<file path="src/rtl/core/dssc_pkg.sv">
`timescale 1ns / 1ps

package dssc_pkg;

  localparam int unsigned ValueW      = 27;
  localparam int unsigned SegW        = 7;
  localparam int unsigned SelW        = 8;
  localparam int unsigned CountW      = 4;
  localparam int unsigned DigitW      = 4;
  localparam int unsigned IdxW        = 3;
  localparam int unsigned DigitsMax   = 8;
  localparam int unsigned MaxDigitsDefault = 8;
  localparam logic [CountW-1:0] DigitCountReset = 4'd7;

  // reciprocal of ten, exact for any 32-bit dividend with a 35-bit shift
  localparam int unsigned RecipW     = 32;
  localparam int unsigned RecipShift = 35;
  localparam logic [RecipW-1:0] RecipTen = 32'hCCCC_CCCD;
  localparam int unsigned ProdW      = ValueW + RecipW;

  typedef logic [DigitsMax-1:0][DigitW-1:0] digits_t;

  function automatic logic [SegW-1:0] seg_code(input logic [DigitW-1:0] digit);
    logic [SegW-1:0] code;
    unique case (digit)
      4'd0:    code = 7'h40;
      4'd1:    code = 7'h79;
      4'd2:    code = 7'h24;
      4'd3:    code = 7'h30;
      4'd4:    code = 7'h19;
      4'd5:    code = 7'h12;
      4'd6:    code = 7'h02;
      4'd7:    code = 7'h78;
      4'd8:    code = 7'h00;
      4'd9:    code = 7'h10;
      default: code = 7'h7F;
    endcase
    return code;
  endfunction

endpackage

</file>
<file path="src/rtl/core/dssc_scan.sv">
`timescale 1ns / 1ps

module dssc_scan #(
  parameter int unsigned MaxDigits = dssc_pkg::MaxDigitsDefault
) (
  input  logic                          clk_i,
  input  logic                          rst_ni,
  input  logic [dssc_pkg::CountW-1:0]   digit_count_i,
  input  logic                          valid_i,
  output logic                          ready_o,
  input  dssc_pkg::digits_t             digits_i,
  output logic                          out_valid_o,
  input  logic                          out_stall_i,
  output logic [dssc_pkg::SelW-1:0]     digit_select_o,
  output logic [dssc_pkg::SegW-1:0]     segments_o,
  output logic                          last_digit_o
);
  import dssc_pkg::*;

  logic                busy_d, busy_q;
  logic [IdxW-1:0]     idx_d, idx_q;
  digits_t             digits_q;
  logic                out_valid_d, out_valid_q;
  logic [SelW-1:0]     sel_d, sel_q;
  logic [SegW-1:0]     seg_d, seg_q;
  logic                last_d, last_q;
  logic [CountW-1:0]   count_eff;
  logic                advance;
  logic                is_last;
  logic                take;

  always_comb begin
    if (digit_count_i == '0) begin
      count_eff = CountW'(1);
    end else if (digit_count_i > CountW'(MaxDigits)) begin
      count_eff = CountW'(MaxDigits);
    end else begin
      count_eff = digit_count_i;
    end
  end

  assign advance = !out_valid_q || !out_stall_i;
  assign is_last = (CountW'(idx_q) + CountW'(1)) == count_eff;
  assign ready_o = !busy_q || (advance && is_last);
  assign take    = valid_i && ready_o;

  always_comb begin
    busy_d      = busy_q;
    idx_d       = idx_q;
    out_valid_d = out_valid_q;
    sel_d       = sel_q;
    seg_d       = seg_q;
    last_d      = last_q;
    if (advance) begin
      out_valid_d = busy_q;
      sel_d       = ~(SelW'(8'h80) >> idx_q);
      seg_d       = seg_code(digits_q[idx_q]);
      last_d      = is_last;
      if (busy_q) begin
        idx_d = idx_q + IdxW'(1);
        if (is_last) begin
          busy_d = 1'b0;
        end
      end
    end
    if (take) begin
      busy_d = 1'b1;
      idx_d  = '0;
    end
  end

  always_ff @(posedge clk_i or negedge rst_ni) begin
    if (!rst_ni) begin
      busy_q      <= 1'b0;
      idx_q       <= '0;
      out_valid_q <= 1'b0;
    end else begin
      busy_q      <= busy_d;
      idx_q       <= idx_d;
      out_valid_q <= out_valid_d;
    end
  end

  always_ff @(posedge clk_i) begin
    sel_q  <= sel_d;
    seg_q  <= seg_d;
    last_q <= last_d;
    if (take) begin
      digits_q <= digits_i;
    end
  end

  assign out_valid_o    = out_valid_q;
  assign digit_select_o = sel_q;
  assign segments_o     = seg_q;
  assign last_digit_o   = last_q;

endmodule

</file>
<file path="config.mk">
export PLATFORM = sky130hd
export DESIGN_NAME = dssc_scan
export DESIGN_NICKNAME = d
export VERILOG_FILES = /design/src/rtl/core/dssc_pkg.sv /design/src/rtl/core/dssc_scan.sv
export SDC_FILE = /design/constraint.sdc
export NUM_CORES = 1
export LEC_CHECK = 0
export CAP_MARGIN = 10
export CORE_MARGIN = 2
export CORE_UTILIZATION = 42
export DETAILED_ROUTE_END_ITERATION = 10
export DONT_BUFFER_PORTS = 1
export PLACE_DENSITY = 0.56
export SLEW_MARGIN = 20
export SYNTH_ARGS = -nofsm -noshare
export SYNTH_HDL_FRONTEND = slang
export SYNTH_SLANG_ARGS = --single-unit
</file>
<file path="constraint.sdc">
create_clock -name clk_i -period 3.82 [get_ports clk_i]
set_input_delay 0.764 -clock clk_i [delete_from_list [all_inputs] [get_ports clk_i]]
set_output_delay 0.764 -clock clk_i [all_outputs]
set_load 0.01 [all_outputs]
</file>
======== Word level (Yosys, flattened, before mapping) ========
Memories as Yosys holds them, arrays and structs flattened. A register that Yosys moved wholly into a read port is not among the register bits.
Cells that the tools add are included.
word-level totals
  memories ................................ 1
  flip-flop bits (word level) ............. 46
  word-level logic and storage cells ...... 43
  ROM bits ................................ 112
  input port bits ......................... 40
operators by class
  magnitude comparators ................... 2
  muxes and demuxes ....................... 11
  bitwise operators ....................... 1
  eq/ne operators ......................... 1
  add/subtract/negate cells ............... 2
  reduce and logical (&&, ||, !) cells .... 11
  shift-type cells ........................ 1
memories
  memory           words  bits a word  rd ports  clocked after memory_dff  wr ports  RTL line        RTL
  (no name shown)  16     7            1         1                         0         dssc_pkg.sv:25  unique case (digit)
operators with widths
  kind                                                         count
  binary-select mux 4 bit (select 3 bit)                       1
  2-to-1 mux 4 bit                                             3
  2-to-1 mux 3 bit                                             3
  inverter 8 bit                                               1
  >> shifter 8 x 3 -> 8 bit (first input constant)             1
  adder 3 x 1 -> 4 bit (second input constant)                 1
  equality test 4 bit                                          1
  > comparator 4 bit (second input constant)                   1
  logical NOT 4 bit                                            1
  less-than comparator 3 x 4 -> 1 bit (second input constant)  1
  2-to-1 mux 1 bit                                             4
  nonzero test 2 bit                                           2
  adder 3 x 1 -> 3 bit (second input constant)                 1
  logical NOT 1 bit                                            3
  logical AND 1 bit                                            2
  logical OR 1 bit                                             2
  AND reduction 2 bit                                          1

======== Longest topological paths before layout ========
Gate-level depths: netlist of the first run.
  depth in word-level cells ............... 9
  gate-level depth with buffers ........... 8

======== Least setup slack after synthesis of the first run ========
Ideal clock, no wire load.
  path type ............................... register to register
  start ................................... register idx_q[0]
  end ..................................... register digits_q[0] (netlist name), enable pin
  cell stages (with the launch flop) ...... 9
  data required time ...................... 3.428 ns
  arrival time ............................ 2.825 ns
  clock period less this slack ............ 3.217 ns
  library setup time ...................... 0.392 ns
  slack ................................... 0.603 ns
  path buffers ............................ 1
  cells stage by stage .................... dfrtp_1 > buf_6 > clkinv_1 > ha_1 > nor4b_1 > a31oi_1 > o32a_1 > o31ai_2 > and2_1
between the ends
  longest elaborated chain between the ends .. 5
RTL lines
  what                    RTL line         RTL
  from (decl)             dssc_scan.sv:21  logic [IdxW-1:0] idx_d, idx_q;
  from (signal assigned)  dssc_scan.sv:79  idx_q <= idx_d;
  adder 3 x 1 -> 4 bit    dssc_scan.sv:43  assign is_last = (CountW'(idx_q) + CountW'(1)) == count_eff;
  equality test 4 bit     dssc_scan.sv:43
  logical AND 1 bit       dssc_scan.sv:44  assign ready_o = !busy_q || (advance && is_last);
  logical OR 1 bit        dssc_scan.sv:44
  via ready_o             dssc_scan.sv:10  output logic ready_o,
  logical AND 1 bit       dssc_scan.sv:45  assign take = valid_i && ready_o;
  via take                dssc_scan.sv:30  logic take;
  to (signal assigned)    dssc_scan.sv:89  digits_q <= digits_i;
  to (decl)               dssc_scan.sv:22  digits_t digits_q;
The timed path passes the listed nets, and every way through them passes these cells.
A chain may end at the register's enable or synchronous reset.

======== Final worst setup path of the first run ========
  start ................................... register idx_q[1]
  end ..................................... output port ready_o
between the ends
  longest elaborated chain between the ends .. 4
RTL lines
  what                  RTL line
  adder 3 x 1 -> 4 bit  dssc_scan.sv:43
  equality test 4 bit   dssc_scan.sv:43
  logical AND 1 bit     dssc_scan.sv:44
  logical OR 1 bit      dssc_scan.sv:44
  to (decl)             dssc_scan.sv:10
Every way passes these cells.

==> impl_metrics.yaml, run 1 <==
timing:
  setup_tns_ns: 0
  fmax_mhz: 298
  rsz0062_at_grt: "no"
  slew_viol_final: 0
  min_period_over_period_pct: 87.8
  setup_viol: 0
  min_period_ns: 3.35
  relSlewSlack_pct: 58.8
  worst_slew_pin_slew_ns: 0.617
  fin_worst_skew_ns: 0.00565
  final_hold_viol_count: 0
outcome:
  outcome: "finished clean"
die:
  fp.dieArea_sq_um: 6320
  chipHeight_um: 79.5
  initial_core_util_pct: 43.5
  die_w_um: 79.5
  core_sq_um: 5510
  num_rows: 27
  ioPinCount: 58
clock_network:
  cts_tree: "yes"
  cts_max_level: 2
  cts-buffers-inserted: 5
  clock_path_buffers: 2
  cts-root-buf: "clkbuf_8"
  insertion_delay_ns: 0.30
  clock_sinks: 53
  cts_setup_buffers: 0
  path_clk_slew_ns: 0.09
  holdBufCountCts: 0
  ctsResizeCount: 0
synth:
  synth_nets: 198
  yosysUniqueCellTypes: 36
  yosys.area.top_type: "edfxtp_1"
  synth_edf_count: 48
  synthTopCellsByCount: "48 x edfxtp_1, 12 x nor2_1, 11 x ha_1"
  synth_area_per_cell_sq_um: 16.3
  ys_seq_area_share_pct: 65.4
  synth_area_sq_um: 2390
  synth-main-ff-cell: "edfxtp_1"
  syn_inst: 147
  yosysWarnings: 0
  synth_top_area_share_pct: 60.2
  async_flop_share_pct: 9.43
  synth_most_common_cell: "edfxtp_1"
  yosys-top-cells-area: "edfxtp_1 60%, mux4_1 7.7%, ha_1 5.8%, dfrtp_1 5.2%, mux2i_4 1.9%"
  ys_seq_elements: 53
critical_path:
  worstSetupPathType: "reg2out"
  crit_path_max_incr_delay_ns: 0.74
  cp-end-kind: "output port"
  crit_family: "flip-flops"
  worst-path-buf-inv: 0
  crit_path_start_kind: "flop"
  crit_required_ns: 3.06
  cp_common_cell: "ha_1"
  cp_max_fo: 15
  path_cells: "ha_1, ha_1, nor4b_1, a31oi_1, o32a_1, o31ai_2"
  crit_slowest_cell: "dfrtp_1"
  cp.arrival_ns: 2.59
global_route:
  grt_usage_pct: 12.5
  overflow: 0
  antenna_found_initial: 0
  grt_pass1_wl_mm: 6.03
  grt_max_degree: 33
  grt_pass1_vias: 1271
layout:
  fillers: 487
  stdcell_area_sq_um: 2560
  syn2layout_area_growth_pct: 6.95
  final_layout_size_suffix_gt1_share_pct: 11.7
  fin_util_pct: 46.5
  nNetsFinal: 204
  antenna_cells: 0
worst_hold_path:
  hold_class: "in2async"
drt:
  routed_wl_mm: 3.55
  post_drt_via_cell_ratio: 5.13
  ant_nets: 0
  drc: 0
  routedWlPerCell_um: 15.7
  first_pass_iters: 4
  vias: 1159
  drtIter0Drc: 47
placed_design:
  portBuffers: 0
  hpwl_mm: 2.62
  place.gp.congestion: 0.826
  place_area_sq_um: 2460
power:
  p_total_w: 0.00190
  p_leak_nw: 0.885
  peakVddDrop_mv: 0.304
  pwr_density_cell_nw_per_um2: 743
job:
  cap_violations: 0
[cells in the final DEF (no fill, tap or decap), types with 2 or more instances in the layout]
cell type	synthesis	layout
mux2i_4	2	2
nand2_1	8	8
ha_1	11	11
inv_1	9	9
clkbuf_8	0	5
and2_1	3	3
mux4_1	7	7
nand2b_1	3	3
o21ai_0	2	2
buf_4	0	2
nor2_1	12	12
and3_1	2	2
o31ai_1	4	4
dfrtp_1	5	5
edfxtp_1	48	48
clkinvlp_4	0	2
a21oi_1	6	6
o21a_1	2	2
[worst paths after layout]
check	from	end	slack (ns)	depth (start not counted)
setup reg to reg	idx_q[1]	digits_q[7]	0.66	8
setup / recovery	idx_q[1]	ready_o	0.47	6
max in group asynchronous	rst_ni	idx_q[2]	3.61	0
min in group clk_i	digits_i[17]	digits_q[17]	0.55	0
hold / removal	rst_ni	busy_q	0.15	0
hold reg to reg	busy_q	out_valid_o	0.61	1
[layout make-up]
class / count / area [sq um] / share of cell area (%)
Sequential cell: 53 / 1570 / 61.2
Multi-Input combinational cell: 81 / 756 / 29.5
Tap cell: 72 / 90.1 / 3.52
Clock buffer: 5 / 68.8 / 2.69
Inverter: 10 / 37.5 / 1.47
Clock inverter: 3 / 26.3 / 1.03
Timing Repair Buffer: 2 / 15.0 / 0.587
[report_power, final]
part	switching, W	internal [W]
Clock	0.000185	0.000133
Combinational	0.000376	0.000309
Sequential	0.000104	0.000795
[per-stage QoR]
| step | std cells | setup slack (ns) | hold WS (ns) |
|---|---|---|---|
| detailed placement | 218 | 0.619 | 0.469 |
| CTS | 226 | 0.421 | 0.131 |
| global placement | 218 | 0.711 | 0.469 |
| global route | 226 | 0.242 | 0.107 |
| finish | 226 | 0.467 | 0.145 |
| floorplan | 147 | 0.603 | 0.468 |
[kinds of logic after synthesis]
kind of cell    share of synthesized area [%]
flops                                    65.4
mux                                      12.0
fa+ha+maj                                5.75
simple gates                             6.90
xor+xnor                                0.732
compound gates                           6.17
buf+inv                                  2.98
[sequential cells by signal, summed over array words and instances, names as in the netlist]
| name | flops |
|---|---|
| digits_q | 32 |
| out_valid_o | 1 |
| idx_q | 3 |
| segments_o | 7 |
| digit_select_o | 8 |
| last_digit_o | 1 |
| busy_q | 1 |
[worst reg2reg max path, cell delays in order (launching register included)]
cell	delay [ns]
dfrtp_1	0.74
ha_1	0.29
ha_1	0.29
nor4b_1	0.29
a31oi_1	0.07
o32a_1	0.22
o31ai_2	0.39
and2_1	0.18
buf_4	0.35
[layer usage]
metal  GRT usage, %  vias up  part of all wire (%)
li1               -      568                     -
met1           15.4      541                    46
met2           20.4       43                    47
met3           4.75        7                   5.4
met4           4.14        0                   1.4
met5              0        -                     0
No activity file was read; power rests on OpenSTA's default activity.
==> run 2: changes to the inputs <==
Settings changed: PLACE_DENSITY 0.56 to 0.59.
Clock period 3.82 ns to 2.8 ns, I/O delays scaled along.
==> impl_metrics.yaml, run 2 (synthesis results as in run 1) <==
outcome:
  outcome: "finished clean"
layout:
  fillers: 470
  antenna_cells: 0
  top_register: "digits_q"
  stdcell_area_sq_um: 2670
  final_layout_size_suffix_gt1_share_pct: 18.0
  largest_reg_flops: 32
  nNetsFinal: 211
  layout_common_cells: "48 x edfxtp_1, 12 x nor2_1, 9 x inv_1, 8 x nand2_1, 8 x ha_1"
  final_common_cell: "edfxtp_1"
  fin_util_pct: 48.5
  syn2layout_area_growth_pct: 11.6
drt:
  routedWlPerCell_um: 15.8
  first_pass_iters: 4
  vias: 1226
  ant_nets: 0
  routed_wl_mm: 3.69
  post_drt_via_cell_ratio: 5.26
  drtIter0Drc: 62
  drc: 0
global_route:
  antenna_found_initial: 0
  grt_usage_pct: 12.5
  grt_pass1_vias: 1252
  grt_pass1_wl_mm: 5.95
  overflow: 0
  grt_max_degree: 33
power:
  p_leak_nw: 0.924
  pwr_density_cell_nw_per_um2: 1030
  peakVddDrop_mv: 0.395
timing:
  min_period_ns: 2.73
  worst_slew_pin_slew_ns: 0.615
  setup_viol: 0
  whs_ns: 0.349
  fmax_mhz: 366
  relSlewSlack_pct: 58.9
  final_hold_viol_count: 0
  slew_viol_final: 0
  setup_tns_ns: 0
  fin_worst_skew_ns: 0.00372
  min_period_over_period_pct: 97.5
critical_path:
  cp_max_fo: 4
  r2r_start: "idx_q[1]"
  crit_path_start_kind: "flop"
  worstSetupPathType: "reg2out"
  cp.arrival_ns: 2.17
  cp-end-kind: "output port"
  critPathLaunch: "idx_q[1]"
  crit_required_ns: 2.24
die:
  core_sq_um: 5510
  chipHeight_um: 79.5
  fp.dieArea_sq_um: 6320
  initial_core_util_pct: 43.5
  die_w_um: 79.5
  num_rows: 27
  ioPinCount: 58
worst_hold_path:
  holdCritStartpoint: "digits_i[23]"
  hold_class: "in2reg"
placed_design:
  hpwl_mm: 2.71
  portBuffers: 0
  place_area_sq_um: 2500
  place.gp.congestion: 0.799
clock_network:
  cts_tree: "yes"
  clock_path_buffers: 2
  cts_max_level: 2
  clock_sinks: 53
  cts-root-buf: "clkbuf_8"
  cts-buffers-inserted: 5
  insertion_delay_ns: 0.30
  path_clk_slew_ns: 0.10
job:
  cap_violations: 0
run 2: stage by stage:
stage	total power, W	cells	setup WS [ns]
finish	0.00275	233	0.0705
global route	0.00296	233	-0.00730
CTS	0.00276	233	0.0341
detailed placement	0.00224	222	0.102
global placement	0.00220	222	0.227
floorplan	0.00203	147	0.0829
run 2: timing repair:
action | 4_1_cts | 5_1_grt
hold buffers | 1 | 0
pin swaps | 1 | 2
endpoints found under the setup margin | 1 | 1
buffers inserted | 2 | 0
endpoints found under the hold margin | 5 | 0
cloned | 0 | 0
gates resized for setup | 6 | 2
run 2: worst max-delay path, stage by stage, from the launching register on:
cell and delay (ns):
dfrtp_1 0.42, ha_2 0.21, ha_4 0.23, nor4b_2 0.24, a31oi_1 0.07, o32a_1 0.24, o31ai_4 0.31, buf_6 0.15
run 2: power breakdown:
part | total, W | switching [W] | internal (W)
clock | 0.000432 | 0.000250 | 0.000182
combinational | 0.00114 | 0.000612 | 0.000525
sequential | 0.00118 | 0.0000951 | 0.00109
run 2: final timing paths:
path | to | slack (ns) | cells after the start
max | ready_o | 0.07 | 7
max reg2reg | digits_q[0] | 0.28 | 7
max in group asynchronous | idx_q[1] | 2.05 | 1
min reg2reg | out_valid_o | 0.66 | 1
min | digits_q[23] | 0.35 | 0
min in group asynchronous | out_valid_o | 0.55 | 1
run 2: area by class of cell:
cell class                      instances  area (sq um)  share of cell area, %
Timing Repair Buffer                    9          81.3                   3.04
Sequential cell                        53          1570                   58.6
Inverter                               10          37.5                   1.41
Clock buffer                            5          68.8                   2.58
Clock inverter                          3          26.3                  0.984
Multi-Input combinational cell         81           801                   30.0
Tap cell                               72          90.1                   3.37
run 2: per-layer routing:
layer  up-vias  track usage (%)  routed length, um
li1        583                -                  -
met1       587             15.4               1550
met2        50             20.5               1890
met3         6             4.19                182
met4         0             4.14                 62
met5         -                0                  0
